<file path="src/sv/ise_pkg.sv">
// Shared types and constants for the interpolation search engine.
// No dependencies; every module of the block imports this package.
`default_nettype none
package ise_pkg;

  // Default geometry of the sorted store
  localparam int ISE_DEPTH      = 1024;
  localparam int ISE_DATA_WIDTH = 32;

  // Fixed port field widths
  localparam int ISE_IDX_W  = 10;
  localparam int ISE_WORD_W = 32;
  localparam int ISE_CNT_W  = 11;

  // Request codes
  localparam logic REQ_WRITE  = 1'b0;
  localparam logic REQ_SEARCH = 1'b1;

  // Store read address source
  typedef enum logic [1:0] {
    RSEL_LOW,
    RSEL_HIGH,
    RSEL_MID
  } ise_rsel_t;

  // Controller states
  typedef enum logic [3:0] {
    ST_IDLE,
    ST_RD_LO,
    ST_RD_HI,
    ST_CAP_HI,
    ST_EVAL,
    ST_DIV_DBL,
    ST_DIV_ADD,
    ST_PROBE_RD,
    ST_PROBE_CMP,
    ST_RESULT
  } ise_state_t;

  // Commands from controller to datapath
  typedef struct packed {
    logic      mem_we;      // write the accepted entry beat into the store
    logic      start;       // latch key, set up the search range
    ise_rsel_t rsel;        // store read address select
    logic      cap_vl;      // capture value at low
    logic      cap_vh;      // capture value at high
    logic      div_init;    // load the scaled quotient unit
    logic      div_dbl;     // doubling half of one quotient step
    logic      div_add;     // conditional add half of one quotient step
    logic      set_lo_hit;  // final compare at low
    logic      set_mid_hit; // probe matched
    logic      narrow_hi;   // high <= mid - 1
    logic      narrow_lo;   // low <= mid + 1
    logic      load_out;    // move the result into the output register
  } ise_cmd_t;

  // Status from datapath to controller
  typedef struct packed {
    logic cnt_zero;  // no entries in use
    logic exit_loop; // end values equal or key outside them
    logic vm_eq;     // probed value equals key
    logic vm_gt;     // probed value above key
  } ise_sts_t;

endpackage
`default_nettype wire

</file>
<file path="src/sv/ise_ctrl.sv">
// Controller of the interpolation search engine: state machine, quotient
// step counter and output valid flag. Uses ise_pkg.
`default_nettype none
module ise_ctrl #(
  parameter int DEPTH = ise_pkg::ISE_DEPTH
) (
  input  wire logic              clk,
  input  wire logic              rst_n,
  input  wire logic              in_valid,
  output logic                   in_ready,
  input  wire logic              in_req_type,
  output logic                   out_valid,
  input  wire logic              out_ready,
  input  wire ise_pkg::ise_sts_t sts,
  output ise_pkg::ise_cmd_t      cmd
);
  import ise_pkg::*;

  localparam int AW = (DEPTH > 1) ? $clog2(DEPTH) : 1;
  localparam int BW = (AW > 1) ? $clog2(AW) : 1;

  ise_state_t    state_r;
  ise_state_t    state_nxt;
  logic [BW-1:0] bit_r;
  logic [BW-1:0] bit_nxt;
  logic          out_valid_r;
  logic          out_valid_nxt;
  logic          accept;

  assign in_ready  = state_r == ST_IDLE;
  assign accept    = in_valid && in_ready;
  assign out_valid = out_valid_r;

  // State, step counter and output flag registers
  always_ff @(posedge clk) begin
    if (!rst_n) begin
      state_r     <= ST_IDLE;
      bit_r       <= '0;
      out_valid_r <= 1'b0;
    end else begin
      state_r     <= state_nxt;
      bit_r       <= bit_nxt;
      out_valid_r <= out_valid_nxt;
    end
  end

  // Next state and commands
  always_comb begin
    state_nxt     = state_r;
    bit_nxt       = bit_r;
    cmd           = '0;
    cmd.rsel      = RSEL_LOW;
    out_valid_nxt = out_valid_r && !out_ready;
    case (state_r)
      ST_IDLE: begin
        if (accept) begin
          if (in_req_type == REQ_WRITE) begin
            cmd.mem_we = 1'b1;
          end else begin
            cmd.start = 1'b1;
            state_nxt = sts.cnt_zero ? ST_RESULT : ST_RD_LO;
          end
        end
      end
      ST_RD_LO: begin
        cmd.rsel  = RSEL_LOW;
        state_nxt = ST_RD_HI;
      end
      ST_RD_HI: begin
        cmd.rsel   = RSEL_HIGH;
        cmd.cap_vl = 1'b1;
        state_nxt  = ST_CAP_HI;
      end
      ST_CAP_HI: begin
        cmd.cap_vh = 1'b1;
        state_nxt  = ST_EVAL;
      end
      ST_EVAL: begin
        if (sts.exit_loop) begin
          cmd.set_lo_hit = 1'b1;
          state_nxt      = ST_RESULT;
        end else begin
          cmd.div_init = 1'b1;
          bit_nxt      = BW'(AW - 1);
          state_nxt    = ST_DIV_DBL;
        end
      end
      ST_DIV_DBL: begin
        cmd.div_dbl = 1'b1;
        state_nxt   = ST_DIV_ADD;
      end
      ST_DIV_ADD: begin
        cmd.div_add = 1'b1;
        if (bit_r == '0) begin
          state_nxt = ST_PROBE_RD;
        end else begin
          bit_nxt   = bit_r - 1'b1;
          state_nxt = ST_DIV_DBL;
        end
      end
      ST_PROBE_RD: begin
        cmd.rsel  = RSEL_MID;
        state_nxt = ST_PROBE_CMP;
      end
      ST_PROBE_CMP: begin
        if (sts.vm_eq) begin
          cmd.set_mid_hit = 1'b1;
          state_nxt       = ST_RESULT;
        end else begin
          cmd.narrow_hi = sts.vm_gt;
          cmd.narrow_lo = !sts.vm_gt;
          state_nxt     = ST_RD_LO;
        end
      end
      ST_RESULT: begin
        // Hold until the output register is free
        if (!out_valid_r || out_ready) begin
          cmd.load_out  = 1'b1;
          out_valid_nxt = 1'b1;
          state_nxt     = ST_IDLE;
        end
      end
      default: begin
        state_nxt = ST_IDLE;
      end
    endcase
  end

endmodule
`default_nettype wire

</file>
<file path="config.mk">
export PLATFORM = sky130hd
export DESIGN_NAME = ise_ctrl
export DESIGN_NICKNAME = d
export VERILOG_FILES = /design/src/sv/ise_pkg.sv /design/src/sv/ise_ctrl.sv
export SDC_FILE = /design/constraint.sdc
export NUM_CORES = 1
export LEC_CHECK = 0
export BUFFER_PORTS_ARGS = -buffer_cell sky130_fd_sc_hd__buf_2
export CAP_MARGIN = 20
export CORE_AREA = 2 2 39 41
export CTS_CLUSTER_DIAMETER = 200
export DETAILED_ROUTE_END_ITERATION = 7
export DIE_AREA = 0 0 41 43
export PLACE_DENSITY = 0.78
export RECOVER_POWER = 25
export SYNTH_ARGS = -nofsm -noshare
export SYNTH_HDL_FRONTEND = slang
export SYNTH_SLANG_ARGS = --single-unit
</file>
<file path="constraint.sdc">
create_clock -name clk -period 4.81 [get_ports clk]
set_input_delay 0.962 -clock clk [delete_from_list [all_inputs] [get_ports clk]]
set_output_delay 0.962 -clock clk [all_outputs]
set_load 0.005 [all_outputs]
</file>
==> metrics.cfg, run 1 <==
[global_routing]
grtUsageTotal_pct = 18.1
globalRouteOverflowTotal = 0
antenna_found_initial = 0
grt_max_degree = 13
grt_pass1_vias = 525
grt_first_pass_wirelength_mm = 2.13

[synth]
synth_fa_ha_area_share_pct = 1.93
synth_cells = 77
synthDistinctLibCells = 35
syn_nets = 87
synth_top_area_share_pct = 27.9
synth-xor-area-share_pct = 1.35
synth_seq_cells = 9
synthArstFlopShare_pct = 0
synth_flop_cell = dfxtp_1
synth_edf_count = 0
yosys.area.top_type = dfxtp_1
yosysSeqAreaShare_pct = 27.9
synth_common_cells = dfxtp_1, nor2_1, nand2_1, nor3_1
ys_top_cells_by_area = dfxtp_1, nor3_1, nor2_1, a2111oi_4, nor2b_1
syn-cell-area_sq_um = 647
synth_top_family_by_area = simple AND/OR/NAND/NOR gates
syn_area_per_cell_sq_um = 8.40
synthMuxAreaShare_pct = 4.84
yosysMostFrequentCell = dfxtp_1
synth_compound_area_share_pct = 21.5
yosys_warnings = 0
synth_simple_gate_area_share_pct = 32.9

[critical_path]
r2r_start = bit_r[0]$_SDFFE_PN0P_
crit_path_start_kind = input pin
cp.required_ns = 3.85
worstSetupPathType = input pin to output pin
cp_max_fo = 6
r2r_setup_slack_ns = 2.96
cp.arrival_ns = 1.66
crit_path_end_kind = output pin
crit-reg2reg-capture = bit_r[2]$_SDFFE_PN0P_
reg2reg_depth = 6

[die]
rows = 14
fp.coreArea_sq_mm = 0.00138
die_h_um = 43
dieArea_sq_mm = 0.00176
io_pins = 25
initial_core_util_pct = 46.7
fp.dieW_um = 41

[clock_tree]
post_cts_resized = 0
tritoncts = built
path_clk_slew_ns = 0.06
h-tree-depth = 1
cts_root_buffer = clkbuf_4
cts_buffers = 3
numClockSinks = 9
cts_setup_buffers = 0
cts_hold_buf = 0
cts.path.max_buffers = 2
clkLatencyLatePin_ns = 0.27

[min_path]
hp-class = flip-flop to flip-flop
min_path_cells = 2
hold_end = out_valid$_SDFF_PN0_
min-delay-start = out_valid$_SDFF_PN0_

[power_and_ir_drop]
p_leak_nw = 0.347
powerDensity_mw_per_mm2 = 249
power.total_mw = 0.190
pwr-share-seq_pct = 45.8
power_frac_comb_pct = 22.4
swShare_pct = 31.0
clockPowerShare_pct = 31.8
p_switching_mw = 0.0590
p_int_mw = 0.131
peakVddDrop_mv = 0.170

[sta]
clock.fmax_ghz = 0.381
finClkSkew_ns = 0.00317
tightest_slew_ns = 0.489
fin_crit_ns = 2.62
rsz0062_at_grt = false
relSlewSlack_pct = 67.4
setup_viol = 0
worst_slack_ns = 2.19
hold_viol = 0
slew_violations = 0
tns_ns = 0
holdWs_ns = 0.531
period_share_pct = 54.5

[final_layout]
drive_above_1_share_pct = 31.3
final_cell_area_sq_um = 763
synthToLayoutAreaGrowth_pct = 18.0
layout.nets = 110
diodes = 0
post-route-util_pct = 55.2
stdcell_count = 115

[detailed_routing]
drtIter0Drc = 6
vias = 622
post_drt_wl_per_cell_um = 12.1
drcViolationCount = 0
postRouteAntennaNets = 0
drt-pass1-iter-count = 4
wl_mm = 1.39
avgViaCountPerCell = 5.41

[placement]
post-place-ws_ns = 2.17
port_buffers = 24
routabilityCongestion = 0.827
placedCellCount = 111
dp_hpwl_mm = 1.06
placed_cell_area_sq_um = 739

[flow_run]
drv_cap = 0

[run_status]
outcome = completed

worst max-delay path: stages:
cell and delay (ns):
buf_2 0.14, nor4_1 0.37, buf_2 0.19
registers in the layout (all words and copies together) (netlist names):
register and flops:
bit_r 4, out_valid 1, state_r 4
worst max path at each step:
| stage | from | end | slack (ns) | depth (start not counted) |
|---|---|---|---|---|
| floorplan | sts[2] | cmd[7] | 2.51 | 1 |
| global placement | sts[2] | cmd[7] | 2.17 | 3 |
| detailed placement | sts[2] | cmd[7] | 2.17 | 3 |
| CTS | sts[2] | cmd[7] | 2.17 | 3 |
| global route | sts[2] | cmd[7] | 2.12 | 3 |
| finish | sts[2] | cmd[7] | 2.19 | 3 |
routing by layer:
layer  global-route usage (%)  wire [um]  vias up
li1                         -          -      321
met3                     5.76        120        5
met1                     21.4        604      270
met5                        0          0        -
met2                     26.3        627       26
met4                     12.7         41        0
area by class of cell:
class / count / area, sq um
multi-input combinational: 58 / 404
timing repair buffer: 24 / 118
tap: 16 / 20.0
sequential: 9 / 180
inverter: 4 / 15.0
fill: 135 / 621
clock buffer: 4 / 26.3
power groups by stage:
stage | logic [mW] | clock network, mW | registers (mW)
after floorplan | 0.0370 | 0 | 0.0816
after global placement | 0.0419 | 0 | 0.0883
after detailed placement | 0.0426 | 0 | 0.0884
after CTS | 0.0429 | 0.0624 | 0.0869
after global routing | 0.0485 | 0.0677 | 0.0875
final | 0.0427 | 0.0605 | 0.0870
logic make-up after synthesis:
| family | Yosys count |
|---|---|
| and+or+nand+nor | 38 |
| muxes | 3 |
| adders and majority gates | 1 |
| DFF | 9 |
| AOI/OAI and AO/OA | 15 |
| xor gates and xnor gates | 1 |
| buffers and inverters | 10 |
placed cells by master (no fill, tap or decap), types with 2 or more instances in the layout:
master,netlist,layout
dfxtp_1,9,9
clkbuf_1,0,3
inv_1,4,4
nand2_1,6,6
nor3_1,6,6
mux2i_1,2,2
clkbuf_4,0,3
a21oi_1,2,2
and3_1,3,3
nand2b_1,2,2
nor2_1,8,8
nand3_1,2,2
nor2b_1,4,4
a21boi_0,2,2
buf_2,2,22
nor4_1,2,2
Power figures use the tool's default switching activity.
==> inputs of run 2 (changes only) <==
--- a/config.mk
+++ b/config.mk
@@ -7,11 +7,10 @@
 export LEC_CHECK = 0
 export BUFFER_PORTS_ARGS = -buffer_cell sky130_fd_sc_hd__buf_2
 export CAP_MARGIN = 20
-export CORE_AREA = 2 2 39 41
+export CORE_UTILIZATION = 42
 export CTS_CLUSTER_DIAMETER = 200
 export DETAILED_ROUTE_END_ITERATION = 7
-export DIE_AREA = 0 0 41 43
-export PLACE_DENSITY = 0.78
+export PLACE_DENSITY = 0.71
 export RECOVER_POWER = 25
 export SYNTH_ARGS = -nofsm -noshare
 export SYNTH_HDL_FRONTEND = slang
==> constraint.sdc (replaced) <==
create_clock -name clk -period 2.2 [get_ports clk]
set_input_delay 0.44 -clock clk [delete_from_list [all_inputs] [get_ports clk]]
set_output_delay 0.44 -clock clk [all_outputs]
set_load 0.005 [all_outputs]
==> run 2 against run 1 <==
Net effect: die area is 3.5% lower; final area is 0.16% higher; sequential power is 120% higher; sequential cell count stayed put; utilization is 0.80 points higher; power is 120% higher; critical endpoint unchanged; critical path type is now flip-flop to output pin; hold slack worse by 0.035 ns; largest cell class unchanged; critical path depth stayed put; clock power is 110% higher.
==> metrics.cfg, run 2 (synthesis gave the netlist of run 1 again) <==
[run_status]
outcome = completed

[critical_path]
crit_path_cell_trace = nand2b_4 > nor4_1 > buf_2
worst-path-stages = 3
crit_path_end_kind = output pin
r2r_setup_slack_ns = 0.31
cp_slowest_cell = dfxtp_1
cp_max_fo = 9
crit-reg2reg-capture = bit_r[2]$_SDFFE_PN0P_
crit_path_start_kind = flip-flop
crit_path_start = state_r[2]$_SDFFE_PN0P_
worstSetupPathType = flip-flop to output pin
cp.arrival_ns = 1.51
r2r_start = bit_r[0]$_SDFFE_PN0P_
reg2reg_depth = 6
cp_num_buf_inv = 1
crit_path_end = cmd[7]
cpPeakStageDelay_ns = 0.52
cp.required_ns = 1.76
crit_family = simple AND/OR/NAND/NOR gates

[final_layout]
fill_cells = 153
final_common_cell = buf_2
layout.nets = 110
post-route-util_pct = 56.0
drive_above_1_share_pct = 33.3
diodes = 0
synthToLayoutAreaGrowth_pct = 18.2
final_cell_mix = buf_2, dfxtp_1, nor2_1

[detailed_routing]
post_drt_wl_per_cell_um = 13.0
postRouteAntennaNets = 0
top_layer = met4
drt-pass1-iter-count = 4
avgViaCountPerCell = 5.82
drtIter0Drc = 16
met2_length_um = 661
wl_mm = 1.48
drcViolationCount = 0
vias = 663
drt-met1-wl_um = 720
met3_length_um = 70

[placement]
port_buffers = 24
routabilityCongestion = 0.715
dp_hpwl_mm = 1.09
post-place-ws_ns = 0.345

[die]
rows = 13
fp.coreArea_sq_mm = 0.00137
io_pins = 25
fp.dieW_um = 41.2
dieArea_sq_mm = 0.00170
die_h_um = 41.2
initial_core_util_pct = 47.3

[clock_tree]
path_clk_slew_ns = 0.06
cts_buffers = 3
cts_setup_buffers = 0
numClockSinks = 9
cts_hold_buf = 0
cts.path.max_buffers = 2
cts_root_buffer = clkbuf_4
post_cts_resized = 0
tritoncts = built
h-tree-depth = 1
clkLatencyLatePin_ns = 0.26

[power_and_ir_drop]
powerDensity_mw_per_mm2 = 541
power_frac_comb_pct = 23.2
peakVddDrop_mv = 0.314
p_switching_mw = 0.127
swShare_pct = 30.6
p_int_mw = 0.287
clockPowerShare_pct = 30.5
p_leak_nw = 0.353
pwr-share-seq_pct = 46.3

[sta]
hold_viol = 0
relSlewSlack_pct = 66.5
setup_viol = 0
worst_slack_ns = 0.253
period_share_pct = 88.5
rsz0062_at_grt = false
finClkSkew_ns = 0.00115
fin_crit_ns = 1.95
tns_ns = 0
slew_violations = 0
clock.fmax_ghz = 0.514
holdWs_ns = 0.496
tightest_slew_ns = 0.503

[global_routing]
globalRouteOverflowTotal = 0
grt_pass1_vias = 548
grtUsageTotal_pct = 20.0
grt_first_pass_wirelength_mm = 2.22
grt_max_degree = 13
antenna_found_initial = 0

[min_path]
hp-class = input pin to flip-flop
min-delay-start = rst_n

[flow_run]
drv_cap = 0

run 2: changes by cell type in the layout (fill, tap and decap cells not counted), sizes merged:
cell | before | now
buf | 22 | 24
clkbuf | 6 | 4
run 2: stage by stage:
stage          instances  area, sq um  total power, mW
6_report             114          764            0.414
5_1_grt              114          764            0.439
4_1_cts              114          764            0.416
3_5_place_dp         110          738            0.290
3_3_place_gp         110          738            0.287
2_1_floorplan         77          647            0.259
run 2: area by class of cell:
class	instances	area [sq um]	area share, %
Inverter	4	15.0	1.96
Sequential cell	9	180	23.6
Clock buffer	4	26.3	3.44
Timing Repair Buffer	24	120	15.7
Tap cell	15	18.8	2.45
Multi-Input combinational cell	58	404	52.9
run 2: how the worst min path moves through the flow:
stage	depth (start not counted)	slack, ns	to
finish	2	0.50	state_r[0]$_SDFFE_PN0P_
global route	2	0.49	state_r[0]$_SDFFE_PN0P_
CTS	2	0.49	state_r[0]$_SDFFE_PN0P_
detailed placement	2	0.52	out_valid$_SDFF_PN0_
global placement	2	0.52	out_valid$_SDFF_PN0_
floorplan	2	0.51	bit_r[1]$_SDFFE_PN0P_
run 2: routing by layer:
layer | global-route usage (%) | vias to the layer above
li1 | - | 324
met1 | 26.9 | 308
met2 | 32.0 | 26
met3 | 1.63 | 5
met4 | 9.68 | 0
met5 | 0 | -
run 2: power by group through the flow:
stage | clock, mW | sequential, mW | combinational [mW]
after global placement | 0 | 0.193 | 0.0933
after floorplan | 0 | 0.178 | 0.0810
after global routing | 0.137 | 0.193 | 0.108
after CTS | 0.129 | 0.191 | 0.0966
final | 0.126 | 0.191 | 0.0961
after detailed placement | 0 | 0.194 | 0.0957
